<file path="src/cfm_pkg.sv">
`default_nettype none
package cfm_pkg;

	// parameter defaults
	localparam int NUM_CHANNELS_DEF   = 3;
	localparam int TIMESTAMP_BITS_DEF = 16;

	// field widths
	localparam int CMD_W      = 2;
	localparam int CHAN_W     = 2;
	localparam int CAP_W      = 16;
	localparam int ERR_W      = 16;
	localparam int TMO_W      = 8;
	localparam int PERIOD_W   = 20;
	localparam int PULSE_W    = 19;
	localparam int FREQ_W     = 25;
	localparam int IN_TDATA_W = 24;
	localparam int OUT_TDATA_W = 88;

	// counter limits
	localparam logic [ERR_W-1:0] ERR_MAX     = '1;
	localparam logic [TMO_W-1:0] TMO_MAX     = '1;
	localparam logic [TMO_W-1:0] TIMEOUT_RST = 8'd10;

	// Q8 Hz numerator: 1e6 us/s * 256
	localparam int QNUM_W = 28;
	localparam logic [QNUM_W-1:0] HZ_Q8_NUM = 28'd256000000;
	localparam int DCNT_W = $clog2(QNUM_W);

	typedef enum logic [CMD_W-1:0] {
		CMD_CAPTURE = 2'd0,
		CMD_TICK    = 2'd1,
		CMD_CLEAR   = 2'd2,
		CMD_NONE    = 2'd3
	} cmd_t;

	typedef enum logic [4:0] {
		ST_IDLE = 5'b00001,
		ST_CAP  = 5'b00010,
		ST_SCAN = 5'b00100,
		ST_DIV  = 5'b01000,
		ST_DONE = 5'b10000
	} state_t;

endpackage
`default_nettype wire

</file>
<file path="src/capture_frequency_meter.sv">
`default_nettype none
// Capture frequency meter.
// Input channel (s_*): one item per command. s_tuser carries the command
// (capture event, 100 ms tick, clear all). A capture item carries channel,
// capture_valid, a 16-bit timestamp in 10 us units and the overcapture bit.
// Output channel (m_*): one item per completed period: channel number,
// error count, period and half period in us, frequency in Q8 Hz.
// Config: cfg_we writes cfg_wdata into timeout_ticks (reset 10); write only
// while idle.
// Timing: a capture that completes a period goes through the update state,
// the shared restoring divider (one quotient bit per cycle) and the load of
// the output register; s_tready returns in the same cycle as the result
// shows. A first capture or an error-only capture passes only the update
// state. A tick walks the channels one per cycle. A clear is done in the
// idle state, ready stays high.
// Stall: the output register holds its result while m_tready is low; new
// items are still taken until a following result reaches ST_DONE, where it
// waits with s_tready low until the register frees up.
// Reset: all channel state cleared, timeout_ticks back to 10, no result.
module capture_frequency_meter #(
	parameter int NUM_CHANNELS   = cfm_pkg::NUM_CHANNELS_DEF,
	parameter int TIMESTAMP_BITS = cfm_pkg::TIMESTAMP_BITS_DEF
) (
	input  wire logic                           clk,
	input  wire logic                           arst_n,
	input  wire logic                           s_tvalid,
	output      logic                           s_tready,
	// [1:0] channel, [2] capture_valid, [18:3] capture_value, [19] overcapture
	input  wire logic [cfm_pkg::IN_TDATA_W-1:0] s_tdata,
	// [1:0] command
	input  wire logic [cfm_pkg::CMD_W-1:0]      s_tuser,
	output      logic                           m_tvalid,
	input  wire logic                           m_tready,
	// [1:0] channel_number, [17:2] err_count, [37:18] period_us,
	// [56:38] pulse_width_us, [81:57] frequency_q8
	output      logic [cfm_pkg::OUT_TDATA_W-1:0] m_tdata,
	input  wire logic                           cfg_we,
	input  wire logic [cfm_pkg::TMO_W-1:0]      cfg_wdata
);
	import cfm_pkg::*;

	localparam int CW = (NUM_CHANNELS > 1) ? $clog2(NUM_CHANNELS) : 1;
	localparam int TB = TIMESTAMP_BITS;
	localparam int VW = (TB < CAP_W) ? TB : CAP_W;
	// period in us: ticks (up to 2^TB) times ten
	localparam int PW = TB + 5;

	state_t state_q;

	// per-channel state
	logic [TB-1:0]    first_q [NUM_CHANNELS];
	logic             have_q  [NUM_CHANNELS];
	logic [ERR_W-1:0] err_q   [NUM_CHANNELS];
	logic [TMO_W-1:0] tmo_q   [NUM_CHANNELS];
	logic             capt_q  [NUM_CHANNELS];

	logic [TMO_W-1:0] timeout_q;

	// latched capture item
	logic [CHAN_W-1:0] chan_q;
	logic              vld_q;
	logic [VW-1:0]     value_q;
	logic              ovr_q;

	logic [CW-1:0]     scan_q;

	// divider
	logic [PW-1:0]     div_q;
	logic [PW-1:0]     rem_q;
	logic [QNUM_W-1:0] quo_q;
	logic [DCNT_W-1:0] dcnt_q;

	// pending result
	logic [CHAN_W-1:0] res_ch_q;
	logic [ERR_W-1:0]  res_err_q;

	// output register
	logic                out_valid_q;
	logic [CHAN_W-1:0]   out_ch_q;
	logic [ERR_W-1:0]    out_err_q;
	logic [PERIOD_W-1:0] out_per_q;
	logic [PULSE_W-1:0]  out_pw_q;
	logic [FREQ_W-1:0]   out_freq_q;

	// decode of the incoming item
	logic       s_acc;
	cmd_t       s_cmd;
	logic       s_chan_ok;

	// channel read port and update logic
	logic [CW-1:0]    idx;
	logic [TB-1:0]    cur_first;
	logic             cur_have;
	logic [ERR_W-1:0] cur_err;
	logic [TMO_W-1:0] cur_tmo;
	logic             cur_capt;
	logic [ERR_W-1:0] err_inc;
	logic [TB-1:0]    ts_in;
	logic [TB-1:0]    ticks_raw;
	logic [TB:0]      ticks;
	logic [PW-1:0]    per;
	logic [TMO_W-1:0] tmo_inc;
	logic             tmo_hit;

	logic [PW:0]      div_shift;
	logic [PW:0]      div_diff;
	logic             div_ge;

	assign s_tready  = (state_q == ST_IDLE);
	assign s_acc     = s_tvalid && s_tready;
	assign s_cmd     = cmd_t'(s_tuser);
	assign s_chan_ok = (32'(s_tdata[CHAN_W-1:0]) < NUM_CHANNELS);

	always_comb begin
		idx       = (state_q == ST_SCAN) ? scan_q : CW'(chan_q);
		cur_first = first_q[idx];
		cur_have  = have_q[idx];
		cur_err   = err_q[idx];
		cur_tmo   = tmo_q[idx];
		cur_capt  = capt_q[idx];

		// overcapture counts before the period is taken
		err_inc = (ovr_q && (cur_err != ERR_MAX)) ? cur_err + 1'b1 : cur_err;

		// wrap-aware difference; equal stamps mean a full wrap
		ts_in     = TB'(value_q);
		ticks_raw = ts_in - cur_first;
		ticks     = (ticks_raw == '0) ? {1'b1, {TB{1'b0}}} : {1'b0, ticks_raw};
		per       = (PW'(ticks) << 3) + (PW'(ticks) << 1);

		tmo_inc = (cur_tmo != TMO_MAX) ? cur_tmo + 1'b1 : cur_tmo;
		tmo_hit = (tmo_inc >= timeout_q);

		// one restoring step: remainder always stays below the divisor
		div_shift = {rem_q, quo_q[QNUM_W-1]};
		div_ge    = (div_shift >= {1'b0, div_q});
		div_diff  = div_shift - {1'b0, div_q};
	end

	always_ff @(posedge clk or negedge arst_n) begin
		if (!arst_n) begin
			state_q     <= ST_IDLE;
			timeout_q   <= TIMEOUT_RST;
			out_valid_q <= 1'b0;
			scan_q      <= '0;
			dcnt_q      <= '0;
			chan_q      <= '0;
			vld_q       <= 1'b0;
			value_q     <= '0;
			ovr_q       <= 1'b0;
			div_q       <= '0;
			rem_q       <= '0;
			quo_q       <= '0;
			res_ch_q    <= '0;
			res_err_q   <= '0;
			out_ch_q    <= '0;
			out_err_q   <= '0;
			out_per_q   <= '0;
			out_pw_q    <= '0;
			out_freq_q  <= '0;
			for (int i = 0; i < NUM_CHANNELS; i++) begin
				first_q[i] <= '0;
				have_q[i]  <= 1'b0;
				err_q[i]   <= '0;
				tmo_q[i]   <= '0;
				capt_q[i]  <= 1'b0;
			end
		end else begin
			if (cfg_we) begin
				timeout_q <= cfg_wdata;
			end
			// a result loaded in ST_DONE takes over the drained register
			if (out_valid_q && m_tready && (state_q != ST_DONE)) begin
				out_valid_q <= 1'b0;
			end

			unique case (state_q)
				ST_IDLE: begin
					if (s_acc) begin
						chan_q  <= s_tdata[CHAN_W-1:0];
						vld_q   <= s_tdata[CHAN_W];
						value_q <= s_tdata[CHAN_W+1 +: VW];
						ovr_q   <= s_tdata[CHAN_W+1+CAP_W];
						case (s_cmd)
							CMD_CAPTURE: begin
								if (s_chan_ok) begin
									state_q <= ST_CAP;
								end
							end
							CMD_TICK: begin
								scan_q  <= '0;
								state_q <= ST_SCAN;
							end
							CMD_CLEAR: begin
								for (int i = 0; i < NUM_CHANNELS; i++) begin
									first_q[i] <= '0;
									have_q[i]  <= 1'b0;
									err_q[i]   <= '0;
									tmo_q[i]   <= '0;
									capt_q[i]  <= 1'b0;
								end
							end
							default: begin
							end
						endcase
					end
				end
				ST_CAP: begin
					err_q[idx] <= err_inc;
					if (vld_q) begin
						if (!cur_have) begin
							first_q[idx] <= ts_in;
							have_q[idx]  <= 1'b1;
							state_q      <= ST_IDLE;
						end else begin
							tmo_q[idx]   <= '0;
							first_q[idx] <= '0;
							have_q[idx]  <= 1'b0;
							capt_q[idx]  <= 1'b1;
							res_ch_q     <= chan_q + 1'b1;
							res_err_q    <= err_inc;
							div_q        <= per;
							rem_q        <= '0;
							quo_q        <= HZ_Q8_NUM;
							dcnt_q       <= '0;
							state_q      <= ST_DIV;
						end
					end else begin
						state_q <= ST_IDLE;
					end
				end
				ST_SCAN: begin
					if (cur_capt) begin
						capt_q[idx] <= 1'b0;
					end else if (tmo_hit) begin
						first_q[idx] <= '0;
						have_q[idx]  <= 1'b0;
						err_q[idx]   <= '0;
						tmo_q[idx]   <= '0;
						capt_q[idx]  <= 1'b0;
					end else begin
						tmo_q[idx] <= tmo_inc;
					end
					scan_q <= scan_q + 1'b1;
					if (scan_q == CW'(NUM_CHANNELS - 1)) begin
						state_q <= ST_IDLE;
					end
				end
				ST_DIV: begin
					rem_q  <= div_ge ? div_diff[PW-1:0] : div_shift[PW-1:0];
					quo_q  <= {quo_q[QNUM_W-2:0], div_ge};
					dcnt_q <= dcnt_q + 1'b1;
					if (dcnt_q == DCNT_W'(QNUM_W - 1)) begin
						state_q <= ST_DONE;
					end
				end
				ST_DONE: begin
					if (!out_valid_q || m_tready) begin
						out_valid_q <= 1'b1;
						out_ch_q    <= res_ch_q;
						out_err_q   <= res_err_q;
						out_per_q   <= PERIOD_W'(div_q);
						out_pw_q    <= PULSE_W'(div_q >> 1);
						out_freq_q  <= quo_q[FREQ_W-1:0];
						state_q     <= ST_IDLE;
					end
				end
				default: begin
					state_q <= ST_IDLE;
				end
			endcase
		end
	end

	assign m_tvalid = out_valid_q;
	assign m_tdata  = {{(OUT_TDATA_W - CHAN_W - ERR_W - PERIOD_W - PULSE_W - FREQ_W){1'b0}},
		out_freq_q, out_pw_q, out_per_q, out_err_q, out_ch_q};

endmodule
`default_nettype wire

</file>
<file path="config.mk">
export PLATFORM = sky130hd
export DESIGN_NAME = capture_frequency_meter
export DESIGN_NICKNAME = d
export VERILOG_FILES = /design/src/cfm_pkg.sv /design/src/capture_frequency_meter.sv
export SDC_FILE = /design/constraint.sdc
export NUM_CORES = 1
export LEC_CHECK = 0
export ABC_AREA = 0
export BUFFER_PORTS_ARGS = -buffer_cell sky130_fd_sc_hd__buf_2
export CAP_MARGIN = 15
export CORE_MARGIN = 4
export CORE_UTILIZATION = 45
export CTS_BUF_LIST = sky130_fd_sc_hd__clkbuf_16
export CTS_CLUSTER_DIAMETER = 150
export DETAILED_ROUTE_END_ITERATION = 10
export HOLD_SLACK_MARGIN = 0.1
export SYNTH_ARGS = -nofsm -noshare
export SYNTH_HDL_FRONTEND = slang
export SYNTH_SLANG_ARGS = --single-unit
</file>
<file path="constraint.sdc">
create_clock -name clk -period 7 [get_ports clk]
set_input_delay 2.1 -clock clk [delete_from_list [all_inputs] [get_ports clk]]
set_output_delay 2.1 -clock clk [all_outputs]
set_load 0.03 [all_outputs]
</file>
-- Word-level counts from Yosys, hierarchy flattened
Cells that the tools add are included.
- eq/ne operators: 25
- $lt $le $gt $ge: 5
- reductions and logical operators: 22
- muxes and demuxes: 82
- $add $sub $neg: 8
- bitwise logic cells: 11
- operators by type and width (kind ; number):
    $mux 48 ; 8
    $pmux 48 s3 ; 2
    $mux 24 ; 6
    $and 48x48->48 ; 2
    $bwmux 48 ; 2
    $mux 16 ; 6
    $pmux 24 s3 ; 1
    $bmux 16 s2 ; 2
    $mux 21 ; 3
    $mux 28 ; 2
    $pmux 28 s2 ; 1
    $not 48->48 ; 1
    $pmux 21 s2 ; 1
    $mux 5 ; 8
    $demux 16 s2 ; 1
    $mux 8 ; 4
    $mux 3 ; 10
    $pmux 5 s5 ; 1
    $and 24x24->24 ; 1
    $bwmux 24 ; 1
    $not 24->24 ; 1
    $reduce_and 6->1 ; 4
    $ge 22x21->1 ; 1
    $add 20x18->21 ; 1
    49 further kinds ; 83
- bits in registers: 337
- input port bits: 39
- logic and storage cells: 187

-- Longest topological paths before layout
- word-level depth: 12
- depth in mapped cells: 29
- depth with buffers taken out: 23

-- Worst setup path before layout
No wires, ideal clock.
- path kind: reg-to-reg
- start point: reg state_q[4]
- end point: reg div_q[17]
- cell stages (with the launch flop): 26
- period minus slack after synthesis: 6.441 ns
- arrival: 6.359 ns
- path buffers: 6
- setup slack: 0.559 ns
- data required time: 6.918 ns
- library setup time: 0.082 ns
- cells stage by stage: dfrtp_1 -> buf_2 -> nor3_4 -> nand2_1 -> o21ai_1 -> buf_2 -> buf_2 -> buf_1 -> buf_1 -> clkbuf_1 -> a21oi_1 -> ha_1 -> nor2b_1 -> o31a_1 -> o21ai_0 -> or3b_2 -> and2_1 -> ha_1 -> a31o_2 -> o21a_1 -> o21ai_0 -> o211ai_1 -> a2111o_1 -> a2111oi_1 -> o21ai_0 -> a31oi_1
- cells in the longest elaborated chain, start to end: 10
- elaborated cells between the ends (all ways): 15
- those cells by class: add/sub (2); eq/ne (2); mux (8); bitwise (1); reduce/logical (2)
- RTL lines (element ; RTL line ; text):
    start: declaration ; capture_frequency_meter.sv:48 ; state_t state_q;
    start signal: assignment ; capture_frequency_meter.sv:142 ; state_q <= ST_IDLE;
    start signal: assignment ; capture_frequency_meter.sv:187 ; state_q <= ST_CAP;
    start signal: assignment ; capture_frequency_meter.sv:192 ; state_q <= ST_SCAN;
    $eq 5x3->1 ; capture_frequency_meter.sv:115 ; idx = (state_q == ST_SCAN) ? scan_q : CW'(chan_q);
    $mux 2 ; capture_frequency_meter.sv:115 ;
    $not 2->3 (implied by the code) ; capture_frequency_meter.sv:116, capture_frequency_meter.sv:117 ;
    $bmux 16 s2 ; capture_frequency_meter.sv:116 ; cur_first = first_q[idx];
    $mux 16 (implied by the code) (2 in a row) ; capture_frequency_meter.sv:116 ;
    $sub 16x16->16 ; capture_frequency_meter.sv:127 ; ticks_raw = ts_in - cur_first;
    $logic_not 16->1 ; capture_frequency_meter.sv:128 ; ticks = (ticks_raw == '0) ? {1'b1, {TB{1'b0}}} : {1'b0, ticks_raw};
    $mux 17 ; capture_frequency_meter.sv:128 ;
    $add 20x18->21 ; capture_frequency_meter.sv:129 ; per = (PW'(ticks) << 3) + (PW'(ticks) << 1);
    end signal: assignment ; capture_frequency_meter.sv:222 ; div_q <= per;
    end: declaration ; capture_frequency_meter.sv:68 ; logic [PW-1:0] div_q;
Parallel ways exist; a longest one is shown, timed or not. The select of a mux whose other input is x is not followed.
A chain may end at the register's enable or synchronous reset.

-- Worst setup path after layout
Ends and elaborated chain as after synthesis.

==> results.md <==
* Slowest cell on the critical path: sky130_fd_sc_hd__o21ai_4
* Area enclosed by the die boundary at 39910 sq um
* Initial standard-cell utilization of the core at 0.4608
* Hold buffers post-CTS at 0
* Transition at the pin with the smallest max-transition slack at 1.168 ns
* Number of global-route vias before repair at 12372
* Worst Setup End Kind: register
* Sequential area share after synthesis at 0.4781
* Asr flop ratio synth at 1.000
* Maximum buffer depth of the clock tree at 3
* Number of fillers in the final layout at 3316
* Overall via count from detail_route at 12602
* Endpoint required time on the critical path at 7.36 ns
* Hold Path Stages at 2
* Routed wire length per instance at 17.52 um
* Register-to-Register Setup Slack at 0.75 ns
* Clock slew at reported path FFs at 0.06 ns
* Netlist Area Pre-Place at 16550 sq um
* Gate count after technology mapping at 1653
* Result of the run: finished, final reports clean
* Count of H-tree levels built during CTS at 2
* Worst r2r src: state_q[4]$_DFFE_PN0P_
* Height of the die at 199.8 um
* Gates resized, CTS repair at 0
* IO Pins at 129
* Final #Nets at 1837
* Number of enable flip-flop cells after synthesis at 0
* Synth-to-Final Area Change at 12.64%
* Hold WC Path Type: reg -> reg
* Unrepaired setup endpoints after global routing: no
* Number of violations reported at the end of detailed-routing iteration 0 at 652
* Met3 Routed Length at 1681 um
* First-pass detailed-route iteration total at 5
* Number of hold violations in the final report at 0
* Peak VDD IR at 0.0003098 V
* Residual overflow from global routing at 0
* Clk sink count at 316
* Clock latency on the worst-skew pair at 0.53 ns
* Sum of met2 wire segment lengths after detailed routing at 17100 um
* DRC Markers at 0
* Headroom to the max-slew limit at 0.2143
* Synthesis Warnings at 0
* CP cell instances: nor3_4 > nand2_1 > o21ai_4 > a21oi_1 > ha_1 > nor2b_1 > o31a_1 > o21ai_0 > or3b_2 > and2_1 > ha_1 > a31o_2 > o21a_1 > o21ai_0 > o211ai_1 > a2111o_1 > a2111oi_1 > or3_1 > a31oi_1
* Final clock period utilization by the worst path at 0.8922
* WHS Endpoint: div_q[13]$_DFFE_PN0P_
* Total CTS buffers at 37
* Antenna violations before repair at 0
* Met1 wire length at 19450 um
* Buffer and inverter count on the worst path at 0
* Final period demand of the worst path at 6.245 ns
* R2R cell count at 19
* Overall Global Routing Usage at 0.1976
* FF+latch count, synth at 316
* Endpoint arrival time on the critical path at 6.61 ns
* Antenna diode count at 0
* # setup viols final at 0
* Maximum fanout encountered on the critical timing path at 18
* Synthesized area per cell at 10.01 sq um
* Kind of cell adding the most delay to the critical path: compound AO/OA/AOI/OAI gates
* Count of max-cap constraint violations at 0
* Main synth FF type: sky130_fd_sc_hd__dfrtp_1
* CTS tree: done
* Share of post-route cells with drive strength above 1 at 0.1807
* Leakage power at 8.769 nW
* Weighted congestion at the end of routability-driven global placement at 0.8653
* Global-route wire length before repair at 65320 um
* Setup CP Type: reg -> reg
* Number of setup buffers added after CTS at 0
* Final Total Pwr at 8.115 mW
* Max Freq at 0.1601 GHz
* Delay of the slowest cell on the worst path at 0.63 ns
* Via density at 5.661
* Die span in x at 199.8 um
* Placeable Area at 35910 sq um
* Port buffer count at 117
* Maximum number of pins on one net before global-route repair at 111
* Max Clock Skew at 0.01548 ns
* Worst reg2reg endpoint: div_q[17]$_DFFE_PN0P_
* Final-layout setup total negative slack at 0 ns
* Clock Root Buffer: sky130_fd_sc_hd__clkbuf_16
* Worst setup SP type: register
* Topmost layer with routed signal wires: met4
* Synth unique cells at 86
* Detailed-placement wirelength estimate at 26960 um
* Routed wire length at 39000 um
* Number of nets still failing antenna checks after routing at 0
* Slew Viols, Final at 0
* Power per cell area at 435.3 nW/um^2
* Worst Hold Launch: div_q[13]$_DFFE_PN0P_
* Row Count at 69
-- synth_stat cells, drive strengths merged (3+ instances only) --
master     n  area, sq um
nor3      23        146.4
o31a       4        35.03
a21o      21        157.7
o311ai     3        33.79
dfstp      3        78.83
nand3b     4        30.03
o21a      17        127.6
nor2b      6        37.54
nand4      9        56.30
a211oi     9        67.56
mux2      83        934.7
or2        9        56.30
o41ai      3        45.05
dfrtp    313         7833
clkbuf    61        229.0
and3       5        31.28
o21bai     5        37.54
a31oi     10        62.56
o31ai     11        82.58
or3        9        61.31
o211ai    11        82.58
fa         3        60.06
nand3     45        230.2
a2bb2oi    3        26.28
nand4b     4        35.03
a211o      5        43.79
o2111ai    3        26.28
mux2i     25        250.2
nand2b    15        93.84
nor4       4        25.02
and2       8        50.05
o21ai    161        809.5
nand2    220        825.8
xnor2     38        332.8
a2111oi    3        27.53
inv       56        210.2
buf       45        282.8
ha        55        688.2
a21boi     4        30.02
xor2      19        166.4
a21oi     97        485.5
a22o     104        910.9
a22oi      7        52.55
nor2      68        257.8
o22ai      3        18.77
-- power by group --
part	leakage [nW]	total (mW)	internal, mW	switching (mW)
clock network	0.572	1.77	1.03	0.740
registers	4.34	2.22	2.02	0.201
logic	3.86	4.12	1.67	2.45
-- worst min-delay path, delay by kind of cell, from the launching register on --
kind	cells	cell delay, ns
AO/OA/AOI/OAI	1	0.06
AND/OR/NAND/NOR	1	0.05
flip-flops	1	0.34
-- state kept, by name (all words and copies together), names as in the netlist, 16 cells and up --
signal      flops
err_q          48
first_q        48
quo_q          28
out_freq_q     25
tmo_q          24
rem_q          21
div_q          20
out_per_q      19
out_err_q      16
res_err_q      16
ts_in          16
-- area by class of cell --
| type | instances | area, sq um | share of cell area |
|---|---|---|---|
| clock inverters | 27 | 181.4 | 0.009733 |
| inverters | 56 | 210.2 | 0.01128 |
| repair buffers | 148 | 853.3 | 0.04578 |
| flip-flops and latches | 316 | 7911 | 0.4244 |
| well taps | 461 | 576.8 | 0.03094 |
| multi-input cells | 1181 | 7981 | 0.4282 |
| clock buffers | 37 | 925.9 | 0.04967 |
-- kinds of logic (layout without fill, tap and decap cells) --
| group | count (synthesis) | count (layout) | synth area share |
|---|---|---|---|
| xor+xnor | 57 | 57 | 0.03017 |
| other cells | 1 | 7 | 0.0002266 |
| fa+ha+maj | 60 | 60 | 0.04642 |
| simple gates | 440 | 440 | 0.1241 |
| compound gates | 509 | 509 | 0.2058 |
| buf+inv | 162 | 268 | 0.04363 |
| mux | 108 | 108 | 0.07160 |
| flops | 316 | 316 | 0.4781 |
-- metal layers --
metal / GRT usage / up-vias
met5: 0 / -
met4: 0.04503 / 0
met3: 0.02534 / 61
met2: 0.3079 / 288
met1: 0.2972 / 6128
li1: - / 6125
-- worst max-delay path by stage --
stage	from	endpoint	slack, ns	cells after the start
detailed placement	state_q[4]$_DFFE_PN0P_	div_q[17]$_DFFE_PN0P_	0.78	19
global route	state_q[4]$_DFFE_PN0P_	div_q[17]$_DFFE_PN0P_	0.18	20
finish	state_q[4]$_DFFE_PN0P_	div_q[17]$_DFFE_PN0P_	0.75	19
global placement	state_q[4]$_DFFE_PN0P_	div_q[17]$_DFFE_PN0P_	0.84	19
CTS	state_q[4]$_DFFE_PN0P_	div_q[17]$_DFFE_PN0P_	0.74	19
floorplan	state_q[4]$_DFFE_PN0P_	div_q[17]$_DFFE_PN0P_	0.56	25
-- layout by cell type (no fill, tap or decap), types with 8 or more instances in the layout --
cell / count
sky130_fd_sc_hd__a211oi_1: 9
sky130_fd_sc_hd__a21o_1: 21
sky130_fd_sc_hd__a21oi_1: 97
sky130_fd_sc_hd__a22o_1: 104
sky130_fd_sc_hd__a31oi_1: 10
sky130_fd_sc_hd__buf_2: 116
sky130_fd_sc_hd__buf_4: 29
sky130_fd_sc_hd__clkbuf_16: 37
sky130_fd_sc_hd__clkinv_2: 8
sky130_fd_sc_hd__dfrtp_1: 313
sky130_fd_sc_hd__ha_1: 55
sky130_fd_sc_hd__inv_1: 63
sky130_fd_sc_hd__mux2_2: 83
sky130_fd_sc_hd__mux2i_1: 25
sky130_fd_sc_hd__nand2_1: 220
sky130_fd_sc_hd__nand2b_1: 15
sky130_fd_sc_hd__nand3_1: 43
sky130_fd_sc_hd__nand4_1: 9
sky130_fd_sc_hd__nor2_1: 65
sky130_fd_sc_hd__nor3_1: 16
sky130_fd_sc_hd__o211ai_1: 11
sky130_fd_sc_hd__o21a_1: 17
sky130_fd_sc_hd__o21ai_0: 151
sky130_fd_sc_hd__o21ai_1: 8
sky130_fd_sc_hd__o31ai_1: 11
sky130_fd_sc_hd__or2_2: 9
sky130_fd_sc_hd__or3_1: 8
sky130_fd_sc_hd__xnor2_1: 38
sky130_fd_sc_hd__xor2_1: 19
-- metrics by stage --
step / std cells / area, sq um / hold slack (ns) / setup slack, ns / util
CTS: 2226 / 18640 / 0.4829 / 0.7414 / 0.5190
finish: 2226 / 18640 / 0.4776 / 0.7548 / 0.5190
global route: 2226 / 18640 / 0.5105 / 0.1774 / 0.5190
global placement: 2162 / 17530 / 0.4610 / 0.8439 / 0.4882
detailed placement: 2162 / 17530 / 0.4705 / 0.7771 / 0.4882
floorplan: 1659 / 16570 / 0.4419 / 0.5592 / -
No activity file was read; power rests on OpenSTA's default activity.
